<file path="src/rtl/triangle_barycentric_scan_fill_assert.svh">
// Assertion macros shared by the scan fill RTL.
// Each macro expects clk and rst_n to be in scope.
`ifndef TRIANGLE_BARYCENTRIC_SCAN_FILL_ASSERT_SVH
`define TRIANGLE_BARYCENTRIC_SCAN_FILL_ASSERT_SVH
`ifndef NO_ASSERTIONS
// Same-cycle implication
`define TBSF_ASSERT_NOW(lbl, ante, cons) \
  lbl: assert property (@(posedge clk) disable iff (!rst_n) (ante) |-> (cons)) \
    else $error("tbsf assertion failed");
// Next-cycle implication
`define TBSF_ASSERT_NEXT(lbl, ante, cons) \
  lbl: assert property (@(posedge clk) disable iff (!rst_n) (ante) |=> (cons)) \
    else $error("tbsf assertion failed");
`else
`define TBSF_ASSERT_NOW(lbl, ante, cons)
`define TBSF_ASSERT_NEXT(lbl, ante, cons)
`endif
`endif

</file>
<file path="src/rtl/tbsf_pkg.sv">
`timescale 1ns / 1ps
package tbsf_pkg;

  // Configuration register map
  typedef enum logic [2:0] {
    REG_AX = 3'd0,
    REG_AY = 3'd1,
    REG_BX = 3'd2,
    REG_BY = 3'd3,
    REG_CX = 3'd4,
    REG_CY = 3'd5
  } reg_idx_t;

  localparam int RST_AX = 400;
  localparam int RST_AY = 200;
  localparam int RST_BX = 200;
  localparam int RST_BY = 400;
  localparam int RST_CX = 600;
  localparam int RST_CY = 400;

  // Depth of the pixel queue between scanner and coverage pipeline
  localparam int Q_DEPTH = 4;

  // Scanner sequencer
  typedef enum logic [2:0] {
    ST_IDLE = 3'b001,
    ST_MUL  = 3'b010,
    ST_DET  = 3'b100
  } front_state_t;

endpackage

</file>
<file path="src/rtl/tbsf_front.sv">
`timescale 1ns / 1ps
`include "triangle_barycentric_scan_fill_assert.svh"
module tbsf_front #(
  parameter int CB = 11
) (
  input  logic                  clk,
  input  logic                  rst_n,
  // Latched vertex registers
  input  logic [CB-1:0]         ax,
  input  logic [CB-1:0]         ay,
  input  logic [CB-1:0]         bx,
  input  logic [CB-1:0]         by,
  input  logic [CB-1:0]         cx,
  input  logic [CB-1:0]         cy,
  // Input channel
  input  logic                  in_valid,
  output logic                  in_ready,
  input  logic                  in_restart,
  // Pixel queue write side
  output logic                  tok_push,
  output logic [2*CB:0]         tok_data,
  input  logic                  q_full,
  // No pixel left in the queue or in the stages that read the setup
  input  logic                  back_idle,
  // Triangle setup for the coverage pipeline
  output logic [CB-1:0]         org_x,
  output logic [CB-1:0]         org_y,
  output logic signed [CB:0]    edge_ux,
  output logic signed [CB:0]    edge_uy,
  output logic signed [CB:0]    edge_vx,
  output logic signed [CB:0]    edge_vy,
  output logic signed [2*CB+2:0] det
);
  import tbsf_pkg::*;

  localparam int EW = CB + 1;
  localparam int PW = 2 * EW;
  localparam int DW = PW + 1;

  front_state_t            state_r, state_nxt;
  logic                    active_r, active_nxt;
  logic [CB-1:0]           sx_r, sx_nxt, sy_r, sy_nxt;
  logic [CB-1:0]           bx0_r, bx1_r, by0_r, by1_r;
  logic [CB-1:0]           ox_r, oy_r;
  logic signed [EW-1:0]    ux_r, uy_r, vx_r, vy_r;
  logic signed [PW-1:0]    pd0_r, pd1_r;
  logic signed [DW-1:0]    det_r;
  logic [CB-1:0]           min_x, max_x, min_y, max_y;
  logic                    accept, do_setup, tok_last;

  assign accept   = in_valid && in_ready;
  assign do_setup = accept && (in_restart || !active_r);
  // Hold a setup until older pixels no longer need the current triangle
  assign in_ready = (state_r == ST_IDLE) && !q_full &&
                    (back_idle || !(in_restart || !active_r));

  // Bounding box of the current vertices
  always_comb begin
    min_x = (ax < bx) ? ax : bx;
    min_x = (cx < min_x) ? cx : min_x;
    max_x = (ax > bx) ? ax : bx;
    max_x = (cx > max_x) ? cx : max_x;
    min_y = (ay < by) ? ay : by;
    min_y = (cy < min_y) ? cy : min_y;
    max_y = (ay > by) ? ay : by;
    max_y = (cy > max_y) ? cy : max_y;
  end

  // Sequencer and scan counters
  always_comb begin
    state_nxt  = state_r;
    active_nxt = active_r;
    sx_nxt     = sx_r;
    sy_nxt     = sy_r;
    tok_push   = 1'b0;
    unique case (state_r)
      ST_IDLE: begin
        if (do_setup) begin
          state_nxt = ST_MUL;
          sx_nxt    = min_x;
          sy_nxt    = min_y;
        end else if (accept) begin
          tok_push = 1'b1;
          if (sy_r < by1_r) begin
            sy_nxt = sy_r + 1'b1;
          end else begin
            sy_nxt = by0_r;
            sx_nxt = (sx_r < bx1_r) ? sx_r + 1'b1 : bx0_r;
          end
        end
      end
      ST_MUL: begin
        state_nxt = ST_DET;
      end
      ST_DET: begin
        // Emit the box corner once the queue has room
        if (!q_full) begin
          tok_push   = 1'b1;
          active_nxt = 1'b1;
          state_nxt  = ST_IDLE;
        end
      end
      default: begin
        state_nxt = ST_IDLE;
      end
    endcase
  end

  assign tok_last = (sx_nxt == bx1_r) && (sy_nxt == by1_r);
  assign tok_data = {sx_nxt, sy_nxt, tok_last};

  // Control state
  always_ff @(posedge clk) begin
    if (!rst_n) begin
      state_r  <= ST_IDLE;
      active_r <= 1'b0;
    end else begin
      state_r  <= state_nxt;
      active_r <= active_nxt;
    end
  end

  // Scan position and triangle setup
  always_ff @(posedge clk) begin
    sx_r <= sx_nxt;
    sy_r <= sy_nxt;
    if (do_setup) begin
      bx0_r <= min_x;
      bx1_r <= max_x;
      by0_r <= min_y;
      by1_r <= max_y;
      ox_r  <= ax;
      oy_r  <= ay;
      ux_r  <= {1'b0, bx} - {1'b0, ax};
      uy_r  <= {1'b0, by} - {1'b0, ay};
      vx_r  <= {1'b0, cx} - {1'b0, ax};
      vy_r  <= {1'b0, cy} - {1'b0, ay};
    end
    if (state_r == ST_MUL) begin
      pd0_r <= ux_r * vy_r;
      pd1_r <= uy_r * vx_r;
    end
    if (state_r == ST_DET) begin
      det_r <= {pd0_r[PW-1], pd0_r} - {pd1_r[PW-1], pd1_r};
    end
  end

  assign org_x   = ox_r;
  assign org_y   = oy_r;
  assign edge_ux = ux_r;
  assign edge_uy = uy_r;
  assign edge_vx = vx_r;
  assign edge_vy = vy_r;
  assign det     = det_r;

  `TBSF_ASSERT_NEXT(a_setup_starts_mul, do_setup, state_r == ST_MUL)
  `TBSF_ASSERT_NOW(a_push_has_room, tok_push, !q_full)
  `TBSF_ASSERT_NOW(a_scan_in_box, active_r && state_r == ST_IDLE,
                   sx_r >= bx0_r && sx_r <= bx1_r && sy_r >= by0_r && sy_r <= by1_r)

endmodule

</file>
<file path="src/rtl/tbsf_fifo.sv">
`timescale 1ns / 1ps
`include "triangle_barycentric_scan_fill_assert.svh"
module tbsf_fifo #(
  parameter int W     = 23,
  parameter int DEPTH = 4
) (
  input  logic         clk,
  input  logic         rst_n,
  input  logic         push,
  input  logic [W-1:0] wdata,
  output logic         full,
  output logic         rvalid,
  input  logic         pop,
  output logic [W-1:0] rdata
);
  import tbsf_pkg::*;

  localparam int AW = (DEPTH > 1) ? $clog2(DEPTH) : 1;
  localparam int CW = $clog2(DEPTH + 1);

  logic [W-1:0]  mem [DEPTH];
  logic [AW-1:0] wr_ptr_r, rd_ptr_r;
  logic [CW-1:0] count_r;
  logic          do_pop;

  assign full   = (count_r == CW'(DEPTH));
  assign rvalid = (count_r != '0);
  assign rdata  = mem[rd_ptr_r];
  assign do_pop = pop && rvalid;

  // Store entry
  always_ff @(posedge clk) begin
    if (push) begin
      mem[wr_ptr_r] <= wdata;
    end
  end

  // Advance pointers and fill count
  always_ff @(posedge clk) begin
    if (!rst_n) begin
      wr_ptr_r <= '0;
      rd_ptr_r <= '0;
      count_r  <= '0;
    end else begin
      if (push) begin
        wr_ptr_r <= (wr_ptr_r == AW'(DEPTH - 1)) ? '0 : wr_ptr_r + 1'b1;
      end
      if (do_pop) begin
        rd_ptr_r <= (rd_ptr_r == AW'(DEPTH - 1)) ? '0 : rd_ptr_r + 1'b1;
      end
      if (push && !do_pop) begin
        count_r <= count_r + 1'b1;
      end else if (!push && do_pop) begin
        count_r <= count_r - 1'b1;
      end
    end
  end

  `TBSF_ASSERT_NOW(a_count_bound, 1'b1, count_r <= CW'(DEPTH))
  `TBSF_ASSERT_NEXT(a_count_up, push && !do_pop, count_r == $past(count_r) + 1'b1)
  `TBSF_ASSERT_NEXT(a_count_down, do_pop && !push, count_r == $past(count_r) - 1'b1)

endmodule

</file>
<file path="src/rtl/tbsf_back.sv">
`timescale 1ns / 1ps
module tbsf_back #(
  parameter int CB = 11
) (
  input  logic                   clk,
  input  logic                   rst_n,
  // Pixel queue read side
  input  logic                   tok_valid,
  input  logic [2*CB:0]          tok_data,
  output logic                   tok_pop,
  // A pixel still depends on the triangle setup
  output logic                   pipe_busy,
  // Triangle setup
  input  logic [CB-1:0]          org_x,
  input  logic [CB-1:0]          org_y,
  input  logic signed [CB:0]     edge_ux,
  input  logic signed [CB:0]     edge_uy,
  input  logic signed [CB:0]     edge_vx,
  input  logic signed [CB:0]     edge_vy,
  input  logic signed [2*CB+2:0] det,
  // Result channel
  output logic                   out_valid,
  input  logic                   out_ready,
  output logic [CB-1:0]          out_pixel_x,
  output logic [CB-1:0]          out_pixel_y,
  output logic                   out_covered,
  output logic                   out_last
);
  import tbsf_pkg::*;

  localparam int EW = CB + 1;
  localparam int PW = 2 * EW;
  localparam int DW = PW + 1;

  logic                 adv;
  logic                 v1_r, v2_r, v3_r, vo_r;
  logic [CB-1:0]        x1_r, y1_r, x2_r, y2_r, x3_r, y3_r, xo_r, yo_r;
  logic                 l1_r, l2_r, l3_r, lo_r, co_r;
  logic signed [EW-1:0] wx1_r, wy1_r;
  logic signed [PW-1:0] pa_r, pb_r, pc_r, pd_r;
  logic signed [DW-1:0] s_r, t_r;
  logic signed [DW:0]   st_sum, det_x;
  logic                 covered_nxt;

  // Whole pipeline moves when the output slot is free or being taken
  assign adv       = !vo_r || out_ready;
  assign tok_pop   = adv;
  assign pipe_busy = v1_r || v2_r || v3_r;

  // Coverage test; sign of det picks the orientation
  always_comb begin
    st_sum = {s_r[DW-1], s_r} + {t_r[DW-1], t_r};
    det_x  = {det[DW-1], det};
    if (det == '0) begin
      covered_nxt = 1'b0;
    end else if (!det[DW-1]) begin
      covered_nxt = !s_r[DW-1] && !t_r[DW-1] && (st_sum <= det_x);
    end else begin
      covered_nxt = (s_r[DW-1] || s_r == '0) && (t_r[DW-1] || t_r == '0) &&
                    (st_sum >= det_x);
    end
  end

  // Stage valids
  always_ff @(posedge clk) begin
    if (!rst_n) begin
      v1_r <= 1'b0;
      v2_r <= 1'b0;
      v3_r <= 1'b0;
      vo_r <= 1'b0;
    end else if (adv) begin
      v1_r <= tok_valid;
      v2_r <= v1_r;
      v3_r <= v2_r;
      vo_r <= v3_r;
    end
  end

  // Offsets, products, numerators, flag
  always_ff @(posedge clk) begin
    if (adv) begin
      x1_r  <= tok_data[2*CB:CB+1];
      y1_r  <= tok_data[CB:1];
      l1_r  <= tok_data[0];
      wx1_r <= {1'b0, tok_data[2*CB:CB+1]} - {1'b0, org_x};
      wy1_r <= {1'b0, tok_data[CB:1]} - {1'b0, org_y};

      x2_r <= x1_r;
      y2_r <= y1_r;
      l2_r <= l1_r;
      pa_r <= wx1_r * edge_vy;
      pb_r <= wy1_r * edge_vx;
      pc_r <= edge_ux * wy1_r;
      pd_r <= edge_uy * wx1_r;

      x3_r <= x2_r;
      y3_r <= y2_r;
      l3_r <= l2_r;
      s_r  <= {pa_r[PW-1], pa_r} - {pb_r[PW-1], pb_r};
      t_r  <= {pc_r[PW-1], pc_r} - {pd_r[PW-1], pd_r};

      xo_r <= x3_r;
      yo_r <= y3_r;
      lo_r <= l3_r;
      co_r <= covered_nxt;
    end
  end

  assign out_valid   = vo_r;
  assign out_pixel_x = xo_r;
  assign out_pixel_y = yo_r;
  assign out_covered = co_r;
  assign out_last    = lo_r;

endmodule

</file>
<file path="src/rtl/triangle_barycentric_scan_fill.sv">
`timescale 1ns / 1ps
// Barycentric triangle scan fill.
// Six vertex registers (A, B, C as x/y pairs) are written through cfg_we,
// cfg_index and cfg_wdata; the user must write them only while the block is
// idle (not enforced). Each input transfer yields exactly one output pixel:
// x is the outer scan loop, y the inner, over the triangle's bounding box.
// A transfer with in_restart high, or the first one after reset, latches the
// vertices and restarts at the box corner; any other transfer steps by one.
// out_covered flags pixels inside or on the triangle (exact integer test);
// out_last marks the final box pixel, after which the scan wraps.
// Throughput: one pixel per cycle for stepping transfers; a restart holds
// in_ready low while the setup sequencer forms det; restarts are only taken
// once older pixels have left the queue and reached the output stage of the
// coverage pipeline, since those pixels still use the old triangle.
// Each pixel is written to the pixel queue, after ST_MUL and ST_DET for a
// restart, then passes through the 4-stage coverage pipeline to out_valid.
// Reset clears the scan (no triangle set up) and reloads the default
// vertices. When a pixel waits with out_ready low, the coverage pipeline
// holds, the queue fills, and in_ready then drops until room frees up.
module triangle_barycentric_scan_fill #(
  parameter int COORD_BITS = 11
) (
  input  logic                  clk,
  input  logic                  rst_n,
  input  logic                  cfg_we,
  input  logic [2:0]            cfg_index,
  input  logic [COORD_BITS-1:0] cfg_wdata,
  input  logic                  in_valid,
  output logic                  in_ready,
  input  logic                  in_restart,
  output logic                  out_valid,
  input  logic                  out_ready,
  output logic [COORD_BITS-1:0] out_pixel_x,
  output logic [COORD_BITS-1:0] out_pixel_y,
  output logic                  out_covered,
  output logic                  out_last
);
  import tbsf_pkg::*;

  localparam int CB = COORD_BITS;
  localparam int TW = 2 * CB + 1;
  localparam int DW = 2 * (CB + 1) + 1;

  logic [CB-1:0]        ax_r, ay_r, bx_r, by_r, cx_r, cy_r;
  logic                 tok_push, q_full, q_valid, q_pop;
  logic                 pipe_busy, back_idle;
  logic [TW-1:0]        tok_wdata, tok_rdata;
  logic [CB-1:0]        org_x, org_y;
  logic signed [CB:0]   edge_ux, edge_uy, edge_vx, edge_vy;
  logic signed [DW-1:0] det;

  // Vertex registers; out-of-range indexes drop the write
  always_ff @(posedge clk) begin
    if (!rst_n) begin
      ax_r <= CB'(RST_AX);
      ay_r <= CB'(RST_AY);
      bx_r <= CB'(RST_BX);
      by_r <= CB'(RST_BY);
      cx_r <= CB'(RST_CX);
      cy_r <= CB'(RST_CY);
    end else if (cfg_we) begin
      unique case (cfg_index)
        REG_AX:  ax_r <= cfg_wdata;
        REG_AY:  ay_r <= cfg_wdata;
        REG_BX:  bx_r <= cfg_wdata;
        REG_BY:  by_r <= cfg_wdata;
        REG_CX:  cx_r <= cfg_wdata;
        REG_CY:  cy_r <= cfg_wdata;
        default: ;
      endcase
    end
  end

  // Nothing in flight still reads the triangle setup
  assign back_idle = !q_valid && !pipe_busy;

  tbsf_front #(.CB(CB)) u_front (
    .clk        (clk),
    .rst_n      (rst_n),
    .ax         (ax_r),
    .ay         (ay_r),
    .bx         (bx_r),
    .by         (by_r),
    .cx         (cx_r),
    .cy         (cy_r),
    .in_valid   (in_valid),
    .in_ready   (in_ready),
    .in_restart (in_restart),
    .tok_push   (tok_push),
    .tok_data   (tok_wdata),
    .q_full     (q_full),
    .back_idle  (back_idle),
    .org_x      (org_x),
    .org_y      (org_y),
    .edge_ux    (edge_ux),
    .edge_uy    (edge_uy),
    .edge_vx    (edge_vx),
    .edge_vy    (edge_vy),
    .det        (det)
  );

  tbsf_fifo #(.W(TW), .DEPTH(Q_DEPTH)) u_fifo (
    .clk    (clk),
    .rst_n  (rst_n),
    .push   (tok_push),
    .wdata  (tok_wdata),
    .full   (q_full),
    .rvalid (q_valid),
    .pop    (q_pop),
    .rdata  (tok_rdata)
  );

  tbsf_back #(.CB(CB)) u_back (
    .clk         (clk),
    .rst_n       (rst_n),
    .tok_valid   (q_valid),
    .tok_data    (tok_rdata),
    .tok_pop     (q_pop),
    .pipe_busy   (pipe_busy),
    .org_x       (org_x),
    .org_y       (org_y),
    .edge_ux     (edge_ux),
    .edge_uy     (edge_uy),
    .edge_vx     (edge_vx),
    .edge_vy     (edge_vy),
    .det         (det),
    .out_valid   (out_valid),
    .out_ready   (out_ready),
    .out_pixel_x (out_pixel_x),
    .out_pixel_y (out_pixel_y),
    .out_covered (out_covered),
    .out_last    (out_last)
  );

endmodule
</file>
<file path="config.mk">
export PLATFORM = sky130hd
export DESIGN_NAME = triangle_barycentric_scan_fill
export DESIGN_NICKNAME = d
export VERILOG_FILES = /design/src/rtl/tbsf_pkg.sv /design/src/rtl/tbsf_front.sv /design/src/rtl/tbsf_fifo.sv /design/src/rtl/tbsf_back.sv /design/src/rtl/triangle_barycentric_scan_fill.sv
export VERILOG_INCLUDE_DIRS = /design/src /design/src/rtl
export SDC_FILE = /design/constraint.sdc
export NUM_CORES = 2
export LEC_CHECK = 0
export BUFFER_PORTS_ARGS = -buffer_cell sky130_fd_sc_hd__buf_2
export CORE_ASPECT_RATIO = 2
export CORE_MARGIN = 3
export CORE_UTILIZATION = 65
export DETAILED_ROUTE_END_ITERATION = 7
export HOLD_SLACK_MARGIN = 0.02
export PLACE_DENSITY = 0.84
export REMOVE_ABC_BUFFERS = 1
export SLEW_MARGIN = 20
export SYNTH_ARGS = -nofsm -noshare
export SYNTH_HDL_FRONTEND = slang
export SYNTH_SLANG_ARGS = --single-unit
</file>
<file path="constraint.sdc">
create_clock -name clk -period 18.7 [get_ports clk]
set_clock_uncertainty 0.2 [all_clocks]
set_input_delay 3.74 -clock clk [delete_from_list [all_inputs] [get_ports clk]]
set_output_delay 3.74 -clock clk [all_outputs]
set_load 0.05 [all_outputs]
</file>
# ---- Word-level counts from Yosys, hierarchy flattened
# Memory sizes are Yosys's and may differ from the RTL's. A register that Yosys moved wholly into a read port is not among the register bits.
# Cells that the tools add are included.
dict set report totals {
  ff_bits 553
  out_inout_bits 26
  wordCells 179
  ram_bits 92
  mem_count 1
}
# memory depth width rd rd_ports_with_merged_regs write_ports line_no
set mem_list {}
lappend mem_list {u_fifo.mem 4 23 1 1 1 tbsf_fifo.sv:21} ;# logic [W-1:0] mem [DEPTH];
dict set report op_classes {
  reduce_logical 44
  mul 6
  addsub 16
  bitwise 1
  mux 33
  n_eq_ne 15
  n_lt_le_gt_ge 12
}
# cell count
set ops {}
lappend ops {{two-way mux 11 bit} 17}
lappend ops {{multiplier 12 x 12 -> 24 bit} 6}
lappend ops {{zero test 25 bit} 3}
lappend ops {{subtractor 24 x 24 -> 25 bit} 3}
lappend ops {{subtractor 11 x 11 -> 12 bit} 6}
lappend ops {{< comparator 11 bit} 6}
lappend ops {{greater-than comparator 11 bit} 4}
lappend ops {{adder 25 x 25 -> 26 bit} 1}
lappend ops {{>= comparator 26 x 25 -> 1 bit} 1}
lappend ops {{less-or-equal comparator 26 x 25 -> 1 bit} 1}
lappend ops {{adder 11 x 1 -> 11 bit, second input constant} 2}
lappend ops {{equality test 11 bit} 2}
lappend ops {{AND reduction 2 bit} 8}
lappend ops {{logical AND 1 bit} 13}
lappend ops {{equality test 3 bit, second input constant} 4}
lappend ops {{two-way mux 3 bit} 4}
lappend ops {{zero test 1 bit} 10}
lappend ops {{equality test 3 x 2 -> 1 bit, second input constant} 3}
lappend ops {{case mux 3 bit (3 select lines)} 1}
lappend ops {{two-way mux 2 bit} 4}
lappend ops {{logical OR 1 bit} 7}
lappend ops {{equality test 3 x 1 -> 1 bit, second input constant} 2}
lappend ops {{two-way mux 1 bit} 6}
lappend ops {{adder 2 x 1 -> 2 bit, second input constant} 2}
lappend ops {{10 further kinds} 11}

# ---- Depth between registers and ports, before layout
dict set report logic_depth {
  ltp_word 14
  ltp_mapped 25
}

# ---- By module
# From an unflattened synthesis, not the netlist that was laid out.
dict set report unflattened {
  cells_unflattened 6542
  hier_area_um2 66022.1
}
# mod cells_per_inst n_inst area_per_inst_um2
set by_module_without_submodules {}
lappend by_module_without_submodules {tbsf_back 3609 1 35345.1}
lappend by_module_without_submodules {tbsf_front 2525 1 24328.3}
lappend by_module_without_submodules {tbsf_fifo 166 1 3812.4}
lappend by_module_without_submodules {triangle_barycentric_scan_fill 242 1 2536.2}

# ---- Worst setup path before layout
# Ideal clock, no wire load.
dict set report synth_path {
  path_type {input-to-reg}
  startpoint {input out_ready}
  endpoint {register u_fifo.count_r[2]}
  slack_ns 7.361
  path_buffers 0
  stages 9
  setup_ns 0.076
  t_arrival_ns 11.064
  required_ns 18.424
  path_cell_list {nor2b_1 > inv_1 > nand2_1 > ha_1 > inv_1 > fa_1 > xor2_1 > or3_1 > a21boi_0}
}
dict set report synth_via {
  elab_chain_len 5
}
# element line_no
set synth_rtl {}
lappend synth_rtl {{start, declared} triangle_barycentric_scan_fill.sv:32} ;# input logic out_ready,
lappend synth_rtl {{logical OR 1 bit (*)} tbsf_back.sv:46} ;# assign adv = !vo_r || out_ready;
lappend synth_rtl {{logical AND 1 bit (*)} tbsf_fifo.sv:29} ;# assign do_pop = pop && rvalid;
lappend synth_rtl {{zero test 1 bit} tbsf_fifo.sv:51} ;# if (push && !do_pop) begin
lappend synth_rtl {{logical AND 1 bit} tbsf_fifo.sv:51}
lappend synth_rtl {{two-way mux 3 bit or nonzero test 2 bit (tied branches)} -}
lappend synth_rtl {{end signal, assigned} tbsf_fifo.sv:52} ;# count_r <= count_r + 1'b1;
lappend synth_rtl {{end signal, assigned} tbsf_fifo.sv:54} ;# count_r <= count_r - 1'b1;
lappend synth_rtl {{end, declared} tbsf_fifo.sv:23} ;# logic [CW-1:0] count_r;
# Every way passes the cells marked *; elsewhere a longest branch is shown, timed or not.
# A chain may end at the register's enable or synchronous reset.

# ---- Final worst setup path
dict set report layout_path {
  startpoint {input in_restart}
  endpoint {output in_ready}
}
dict set report layout_via {
  elab_chain_len 4
}
# element line_no
set layout_rtl {}
lappend layout_rtl {{start, declared} triangle_barycentric_scan_fill.sv:30} ;# input logic in_restart,
lappend layout_rtl {{logical OR 1 bit} tbsf_front.sv:55} ;# (back_idle || !(in_restart || !active_r));
lappend layout_rtl {{zero test 1 bit} tbsf_front.sv:55}
lappend layout_rtl {{logical OR 1 bit} tbsf_front.sv:55}
lappend layout_rtl {{logical AND 1 bit} tbsf_front.sv:54} ;# assign in_ready = (state_r == ST_IDLE) && !q_full &&
lappend layout_rtl {{end, declared} triangle_barycentric_scan_fill.sv:29} ;# output logic in_ready,
# Every way passes these cells.

==> reports/summary.md <==
The most used flip-flop cell after synthesis is edfxtp_1. The layout has 7148 filler cells. Using the TritonRoute via totals, the vias-per-cell ratio works out to 5.95. Dividing the detail-routed wire length by the instance count gives 23.4 µm.

Hold path endpoint: u_back.out_pixel_x[5]. In this run the remaining antenna-violating nets after routing total 0. The total count of hold-check failures in the final report is 0.

The tools report the global router's overall resource usage as 0.362. For the via count of the first global-routing pass, the log shows 51100. CTS placed an instance of clkbuf_16 at the clock tree root. The count of warnings emitted by yosys is 0, and the post-route cell area is 0.0685 mm². Setup repair after global routing left no endpoint under its margin. TritonCTS built the clock tree. The wire length of the first global-routing pass is 282000 µm, and the width of the die is 229 µm. Worst min-delay path category: register to register. The worst reg2reg path depth was 21; the share of cells above drive strength 1 was 0.0451. Summed over all nets, the half-perimeter wirelength after detailed placement is 143000 µm. The congestion estimate from routability-driven global placement came to 1.01. The run gives 0.656 as the effective utilization at floorplan. The run gives 2 as the number of antenna violations at the first check in global routing. The final setup violation count was 0.

Pin placement for this block handled 46 I/O pins. The tools report the count of final max-slew check failures as 0. The total length of routed wires is 183000 µm, and the via count is 46400. The final net count was 7853; the overall die height was 453 µm. Clock-pin slew was measured on the worst setup and hold paths at 0.08 ns. For the residual overflow from global routing, the log shows 0. Once placement finished, the instance area stood at 0.0666 mm².

The die covers 0.104 mm². The area of the mapped netlist is 0.0649 mm², and the DRC violation total after the first TritonRoute iteration is 2963. The synthesized design contains 647 register bits.

The logs give 647 for the count of clock tree sinks and 5.00 ns for the data arrival time of the critical path. The number of gates resized after CTS was 0. For the final-layout worst hold slack, the log shows 0.219 ns. The final-layout setup total negative slack was 0 ns. The slew at the pin closest to its max-slew limit is 1.20 ns, and the largest net degree at the start of global routing is 82. The tools report the total setup buffers inserted after CTS as 0. For the largest buffer count on any clock path, the log shows 3. The startpoint identified for the worst hold timing path is u_back.x3_r[5].

The number of hold buffers added after CTS was 0. The cell count of the worst hold path was 0. The later pin in the worst-skew pair is clocked with a latency of 0.72 ns.

The run gives 91 as the unique cell type count in the Yosys netlist. After detailed routing, the number of remaining DRC violations is 0. The run gives 2 as the H-tree depth. The tools report the number of optimization iterations in the first detailed-route pass as 8. A synthesized cell averages 10.1 µm². The run finished with clean final reports. The number of clock buffers added by TritonCTS is 57. The share of synthesized registers carrying an async set or reset is 0. STA classifies the critical path startpoint as a primary input. In this run the critical register-to-register path is launched from by_r[0]. For the tightest slew margin relative to the limit, the log shows 0.203. The tools report the maximum clock frequency as 112 MHz. The sequential share of the synthesized area was 0.283.

The critical path class is primary input to output port. The synthesized design contains 542 enable-type register cells. Max-cap violations in this run came to 0. The worst path needs 8.94 ns of the cycle, external delays included. The slack of the worst reg-to-reg path is 10.93 ns.

Critical path required time: 14.76 ns. The critical path capture point type was an output port. In this run the worst path has a maximum fanout of 14. The layout-stage area growth over the synthesis result works out to 5.56%. The floorplan step defined a core boundary enclosing 0.0989 mm².

The final cycle utilization of the critical path came out at 0.478. The initialized floorplan defines 163 standard-cell rows. The endpoint of the worst register-to-register path was u_fifo.mem[2][0]. Synthesis handed over a netlist of 6448 instances. The number of input and output port buffers inserted came out at 45.
-- layout make-up --
cell class,instances,area [µm²],area share
Sequential cell,647,18400,0.268
Clock inverter,49,514,0.00750
Multi-Input combinational cell,4331,41000,0.599
Antenna cell,5,12.5,0.000183
Timing Repair Buffer,109,706,0.0103
Tap cell,1320,1650,0.0241
Inverter,1282,4820,0.0704
Clock buffer,58,1430,0.0209
-- cells in the mapped netlist (5+ instances only) --
master     number  share of area
o21bai_1       15         0.0017
a31oi_1        18         0.0017
o41ai_1         5        0.00067
nand3_1        61         0.0047
edfxtp_1      542           0.25
a2111oi_0       8         0.0011
a21boi_0       83         0.0096
nor3_1         77         0.0059
a41o_1          5        0.00077
nand2_1       751          0.043
a211o_1         5        0.00067
inv_1        1280          0.074
mux2_2         14         0.0024
o21ai_0       167          0.013
a41oi_1         6        0.00081
buf_2           9        0.00069
o211ai_1       28         0.0032
nor4_1         23         0.0022
o21a_1         50         0.0058
xor2_1         52         0.0070
o41a_1          6         0.0010
ha_1          566           0.11
and2_1        329          0.032
clkbuf_1      170         0.0098
a21oi_1       192          0.015
or2_2          12         0.0012
nor2b_1        54         0.0052
nand2b_1       62         0.0060
or4_1           6        0.00069
mux4_2         23         0.0080
o211a_1         6        0.00092
o31ai_1         6        0.00069
xnor2_1       217          0.029
nand4_1        38         0.0037
or3_1          32         0.0031
dfxtp_1       105          0.032
and3_1         25         0.0024
fa_1          839           0.26
a211oi_1       21         0.0024
o22ai_1        11         0.0011
buf_1           6        0.00035
a22oi_1         6        0.00069
mux2i_1        55         0.0085
a21o_1         67         0.0077
nor2_1        312          0.018
-- worst max-delay path by stage --
stage,from,to,slack (ns)
after global placement,in_restart,in_ready,9.78
after global routing,in_restart,in_ready,9.71
after detailed placement,in_restart,in_ready,9.78
final,in_restart,in_ready,9.76
after floorplan,out_ready,u_fifo.count_r[2],7.36
after CTS,in_restart,in_ready,9.77
-- flip-flops by register name (all words and copies together), names as in the netlist, 25 cells and up, named ones only --
register	count
u_front.det	25
u_fifo.mem	92
u_back.s_r	25
u_back.t_r	25
-- logic make-up after synthesis --
| family | after synthesis | share of synthesized area |
|---|---|---|
| DFF | 647 | 0.283 |
| muxes | 95 | 0.0195 |
| and+or+nand+nor | 1804 | 0.131 |
| adders and majority gates | 1405 | 0.368 |
| buffers and inverters | 1470 | 0.0854 |
| AOI/OAI and AO/OA | 758 | 0.0768 |
| xor gates and xnor gates | 269 | 0.0363 |
-- critical path: stages --
cell      delay (ns)
buf_2           0.08
nand2b_1        0.55
o41a_1          0.36
nor2_1          0.06
buf_2           0.21
-- placed cells by master, fill, tap and decap left out, types with 8 or more instances in the layout --
cell type | synthesis | routed
a2111oi_0 | 8 | 8
a211oi_1 | 21 | 21
a21boi_0 | 83 | 83
a21o_1 | 67 | 67
a21oi_1 | 192 | 192
a31oi_1 | 18 | 18
and2_1 | 329 | 329
and3_1 | 25 | 25
buf_2 | 9 | 45
buf_4 | 1 | 64
clkbuf_16 | 0 | 57
clkinv_4 | 0 | 11
clkinvlp_4 | 0 | 8
dfxtp_1 | 105 | 105
edfxtp_1 | 542 | 542
fa_1 | 839 | 839
ha_1 | 566 | 566
inv_1 | 1280 | 1279
inv_6 | 0 | 8
mux2_2 | 14 | 14
mux2i_1 | 55 | 55
mux4_2 | 23 | 23
nand2_1 | 751 | 751
nand2b_1 | 62 | 62
nand3_1 | 61 | 61
nand4_1 | 38 | 38
nor2_1 | 312 | 310
nor2b_1 | 54 | 54
nor3_1 | 77 | 76
nor4_1 | 23 | 23
o211ai_1 | 28 | 28
o21a_1 | 50 | 50
o21ai_0 | 167 | 167
o21bai_1 | 15 | 15
o22ai_1 | 11 | 11
or2_2 | 12 | 12
or3_1 | 32 | 32
xnor2_1 | 217 | 217
xor2_1 | 52 | 52
-- through the flow --
| stage | instances | util | worst slack [ns] |
|---|---|---|---|
| floorplan | 6260 | - | 7.36 |
| finish | 7801 | 0.693 | 9.76 |
| global placement | 7689 | 0.673 | 9.78 |
| CTS | 7796 | 0.693 | 9.77 |
| global route | 7796 | 0.693 | 9.71 |
| detailed placement | 7689 | 0.673 | 9.78 |
-- routing by layer --
metal,part of all wire,track usage,up-vias
li1,-,-,20600
met1,0.29,0.330,23000
met2,0.51,0.647,1912
met3,0.054,0.0503,830
met4,0.14,0.404,2
met5,0.000066,0,-
Power is left out: the tool's default activity adds up to more than one toggle a clock period on the data nets, which glitch-free logic cannot reach.
